<file path="src/hw/rtl/mhpq_pkg.sv">
// Shared types and constants of the max-priority queue.
package mhpq_pkg;

    // Defaults for the top-level parameters
    localparam int CAPACITY_DEF  = 64;
    localparam int KEY_WIDTH_DEF = 32;

    // Field widths of the command and result words
    localparam int KEY_FIELD_W   = 32;
    localparam int STATUS_W      = 2;
    localparam int HELD_W        = 7;

    // Command codes
    localparam logic ACT_PUSH = 1'b0;
    localparam logic ACT_POP  = 1'b1;

    // Result status codes
    typedef enum logic [STATUS_W-1:0] {
        ST_OK    = 2'd0,
        ST_EMPTY = 2'd1,
        ST_FULL  = 2'd2
    } t_status;

    // Command word
    typedef struct packed {
        logic                           action;
        logic signed [KEY_FIELD_W-1:0]  key_value;
    } t_cmd;

    // Result word
    typedef struct packed {
        logic signed [KEY_FIELD_W-1:0]  popped_key;
        logic [STATUS_W-1:0]            status;
        logic [HELD_W-1:0]              entries_held;
    } t_result;

    // Per-cycle control broadcast along the row of cells
    typedef struct packed {
        logic push;
        logic pop;
    } t_cell_ctl;

endpackage

</file>
<file path="src/hw/rtl/mhpq_cell.sv">
// One storage cell of the sorted row: holds a key and its valid flag.
module mhpq_cell #(
    parameter int KEY_WIDTH = mhpq_pkg::KEY_WIDTH_DEF
) (
    input  logic                   i_clk,
    input  logic                   i_rst_n,
    input  mhpq_pkg::t_cell_ctl    i_ctl,
    input  logic [KEY_WIDTH-1:0]   i_new_key,
    // neighbour nearer the head (larger keys)
    input  logic [KEY_WIDTH-1:0]   i_up_key,
    input  logic                   i_up_valid,
    input  logic                   i_up_keep,
    // neighbour nearer the tail (smaller keys)
    input  logic [KEY_WIDTH-1:0]   i_dn_key,
    input  logic                   i_dn_valid,
    output logic [KEY_WIDTH-1:0]   o_key,
    output logic                   o_valid,
    output logic                   o_keep
);

    logic [KEY_WIDTH-1:0] r_key;
    logic [KEY_WIDTH-1:0] n_key;
    logic                 r_valid;
    logic                 n_valid;
    logic                 w_keep;

    // Keep own key on push when it is held and not below the new key
    assign w_keep = r_valid && ($signed(r_key) >= $signed(i_new_key));

    // Choose: hold, take new key, take key from above, or take key from below
    always_comb begin
        n_key   = r_key;
        n_valid = r_valid;
        if (i_ctl.push) begin
            if (w_keep) begin
                n_key   = r_key;
                n_valid = 1'b1;
            end else if (i_up_keep) begin
                n_key   = i_new_key;
                n_valid = 1'b1;
            end else begin
                n_key   = i_up_key;
                n_valid = i_up_valid;
            end
        end else if (i_ctl.pop) begin
            n_key   = i_dn_key;
            n_valid = i_dn_valid;
        end
    end

    // Key needs no reset; valid flag does
    always_ff @(posedge i_clk) begin
        r_key <= n_key;
        if (!i_rst_n) begin
            r_valid <= 1'b0;
        end else begin
            r_valid <= n_valid;
        end
    end

    assign o_key   = r_key;
    assign o_valid = r_valid;
    assign o_keep  = w_keep;

endmodule

</file>
<file path="config.mk">
export PLATFORM = sky130hd
export DESIGN_NAME = mhpq_cell
export DESIGN_NICKNAME = d
export VERILOG_FILES = /design/src/hw/rtl/mhpq_pkg.sv /design/src/hw/rtl/mhpq_cell.sv
export SDC_FILE = /design/constraint.sdc
export NUM_CORES = 1
export LEC_CHECK = 0
export BUFFER_PORTS_ARGS = -buffer_cell sky130_fd_sc_hd__clkbuf_2
export CORE_UTILIZATION = 45
export CTS_CLUSTER_SIZE = 8
export DETAILED_ROUTE_END_ITERATION = 16
export PLACE_DENSITY_LB_ADDON = 0.12
export SKIP_CTS_REPAIR_TIMING = 1
export SLEW_MARGIN = 0
export SYNTH_ARGS = -nofsm -noshare
export SYNTH_HDL_FRONTEND = slang
export SYNTH_SLANG_ARGS = --single-unit
</file>
<file path="constraint.sdc">
create_clock -name i_clk -period 3.9 [get_ports i_clk]
set_clock_uncertainty 0.2 [all_clocks]
set_input_delay 0.195 -clock i_clk [delete_from_list [all_inputs] [get_ports i_clk]]
set_output_delay 0.195 -clock i_clk [all_outputs]
set_load 0.03 [all_outputs]
</file>
==> impl_metrics.env <==
export IMPL_status="complete, no violations"
export IMPL_top_layer="met4"
export IMPL_final_util=0.6398
export IMPL_crit_buf_inv=1
export IMPL_cts_tree="built"
export IMPL_syn_area_per_cell_um2=9.570
export IMPL_grt_pass1_wl_um=10030
export IMPL_power_density_nw_per_um2=316.5
export IMPL_wl_per_cell_um=12.59
export IMPL_via_per_inst=5.017
export IMPL_min_period_over_period=0.6667
export IMPL_synth_seq_cells=33
export IMPL_htreeDepth=2
export IMPL_die_h_um=77.08
export IMPL_crit_arrival_ps=2360
export IMPL_r2r_start="o_key[15]$_DFFE_PP_"
export IMPL_syn_to_final_growth_pct=32.95
export IMPL_post_route_min_period_ps=2600
export IMPL_gp_congestion=0.7556
export IMPL_place_worst_setup_slack_ps=1256
export IMPL_path_depth=8
export IMPL_hold_viol=0
export IMPL_drc=0
export IMPL_syn_area_um2=2536
export IMPL_max_freq_mhz=384.6
export IMPL_cp_start_kind="flip-flop"
export IMPL_power_leakage_nw=1.770
export IMPL_cts_sinks=33
export IMPL_startpoint="o_key[15]$_DFFE_PP_"
export IMPL_path_max_fanout=20
export IMPL_finalSetupTns_ps=0
export IMPL_gr_total_overflow=0
export IMPL_fillCellCount=493
export IMPL_critPathKind="flip-flop to flip-flop"
export IMPL_synth_cell_types=33
export IMPL_syn_inst=265
export IMPL_final_cell_mix="136 x clkbuf_2, 46 x a21oi_1, 33 x inv_1, 33 x nor2_1"
export IMPL_vias=2368
export IMPL_final_antenna_net_count=0
export IMPL_dieArea_um2=5941
export IMPL_setup_viol=0
export IMPL_core_area_um2=5270
export IMPL_drtIter0Drc=73
export IMPL_clockBufferDepth=2
export IMPL_reg2reg_to="o_key[29]$_DFFE_PP_"
export IMPL_clock_latency_ps=280
export IMPL_crit_chain="ha_1, nand4_2, nor3_2, a21boi_2, nor4_1, o21a_1, a31o_1, buf_4"
export IMPL_cpPeakStageDelay_ps=410
export IMPL_drtPass1Iterations=4
export IMPL_rrSetupSlack_ps=1300
export IMPL_cp_end_kind="flip-flop"
export IMPL_totalWireLength_um=5941
export IMPL_slew_headroom=0.2729
export IMPL_start_util=0.4812
export IMPL_maxCapViolCount=0
export IMPL_cts_buffers_inserted=5
export IMPL_synth_seq_area_share=0.3868
export IMPL_tightest_slew_ps=1091
export IMPL_required_ps=3660
export IMPL_antenna_cells=0
export IMPL_yosysWarnings=0
export IMPL_clk_pin_slew_ps=70
export IMPL_layout_drive_gt1_share=0.3781
export IMPL_grt_max_degree=40
export IMPL_holdCritStartpoint="i_up_valid"
export IMPL_dr_wl_met3_um=307
export IMPL_grt_pass1_vias=2308
export IMPL_slew_violations=0
export IMPL_cp_endpoint="o_key[29]$_DFFE_PP_"
export IMPL_path_delay_family="compound AO/OA/AOI/OAI gates"
export IMPL_rows=26
export IMPL_grt_usage=0.2136
export IMPL_routed_wl_met2_um=2854
export IMPL_syn_num_nets=400
export IMPL_r2r_cells=8
export IMPL_rsz0062_at_grt="no"
export IMPL_antenna_found_initial=0
export IMPL_wirelength_met1_um=2644
export IMPL_crit_path_top_delay_cell="edfxtp_1"
export IMPL_pin_count=137
export IMPL_dp_final_hpwl_um=4891
export IMPL_hp_class="input pin to flip-flop"
export IMPL_dieWidth_um=77.08
export IMPL_finalWorstSetupSlack_ps=1300
export IMPL_cts_root_buffer="clkbuf_8"
export IMPL_final_common_cell="clkbuf_2"
export IMPL_peakVddDrop_mv=0.1492
export IMPL_port_buffer_count=136
export IMPL_fin_nets=536
-- logic make-up (layout without fill, tap and decap cells) --
| kind of cell | Yosys count | count (layout) | share of synthesized area |
|---|---|---|---|
| AND/OR/NAND/NOR | 61 | 61 | 0.1233 |
| buffers and inverters | 44 | 181 | 0.06660 |
| multiplexers | 33 | 33 | 0.1307 |
| flip-flops | 33 | 33 | 0.3868 |
| AO/OA/AOI/OAI | 62 | 62 | 0.1347 |
| adder cells (fa/ha/maj) | 32 | 32 | 0.1579 |
-- worst min path at each step --
| stage | slack, ps | endpoint | cells after the start |
|---|---|---|---|
| after floorplan | 130 | o_valid$_SDFFE_PN0P_ | 2 |
| after global placement | 260 | o_valid$_SDFFE_PN0P_ | 3 |
| after detailed placement | 260 | o_valid$_SDFFE_PN0P_ | 3 |
| after CTS | -50 | o_valid$_SDFFE_PN0P_ | 3 |
| after global routing | 20 | o_key[8]$_DFFE_PP_ | 3 |
| final | 20 | o_valid$_SDFFE_PN0P_ | 3 |
-- worst reg2reg max path, stage by stage (launching register included) --
cell	delay, ps
edfxtp_1	410
ha_1	340
nand4_2	130
nor3_2	70
a21boi_2	150
nor4_1	300
o21a_1	210
a31o_1	180
buf_4	290
-- cell usage after synthesis --
library cell  instances  area share
ha_1                 32        0.16
o211ai_1              1      0.0030
nor4_1                1      0.0025
nor3_1                1      0.0020
dfxtp_1               1      0.0079
buf_2                 3      0.0059
nor3_2                1      0.0039
buf_1                 1      0.0015
nor2b_1               2      0.0049
a21o_1                2      0.0059
nand4_2               3       0.015
o21ai_1               2      0.0039
nand4_1               5       0.012
mux2i_1              32        0.13
inv_1                33       0.049
a21boi_2              1      0.0044
nor3b_1               1      0.0030
edfxtp_1             32        0.38
mux2_2                1      0.0044
nand3_1               4      0.0079
clkbuf_1              7       0.010
a31o_1                1      0.0035
o21ai_0               3      0.0059
nor4_2                1      0.0049
and4_1                2      0.0069
nand2b_1              1      0.0025
nor2_1               33       0.049
o21ai_2               1      0.0035
o21a_1                1      0.0030
a211oi_1              2      0.0059
nand2_1               6      0.0089
a21oi_1              46       0.091
a31oi_1               2      0.0049
-- state kept, by name, indices dropped and copies added, names as in the netlist --
signal,cells
o_valid,1
o_key,32
-- cell type report --
class | count | area [um2] | share of cell area
Clock buffer | 8 | 80.08 | 0.02375
Inverter | 33 | 123.9 | 0.03673
Multi-Input combinational cell | 188 | 1386 | 0.4111
Sequential cell | 33 | 980.9 | 0.2909
Tap cell | 70 | 87.58 | 0.02597
Timing Repair Buffer | 140 | 713.2 | 0.2115
-- routing by layer --
layer,GRT usage,vias to the layer above
li1,-,1229
met1,0.2543,1046
met2,0.3750,80
met3,0.04762,13
met4,0.07736,0
met5,0,-
-- power by group --
part           switching [mW]  total [mW]  internal [mW]
combinational           0.219       0.362          0.143
clock                   0.121       0.248          0.127
sequential             0.0204       0.457          0.437
-- per-stage QoR --
step,power [mW],area (um2),hold slack (ps),instances
after floorplan,0.6963,2536,133.3,265
after global placement,0.8221,3282,255.0,463
after detailed placement,0.8296,3282,255.0,463
after CTS,1.081,3362,-51.31,471
after global routing,1.138,3372,23.58,472
final,1.067,3372,22.99,472
No activity file was read; power rests on OpenSTA's default activity.
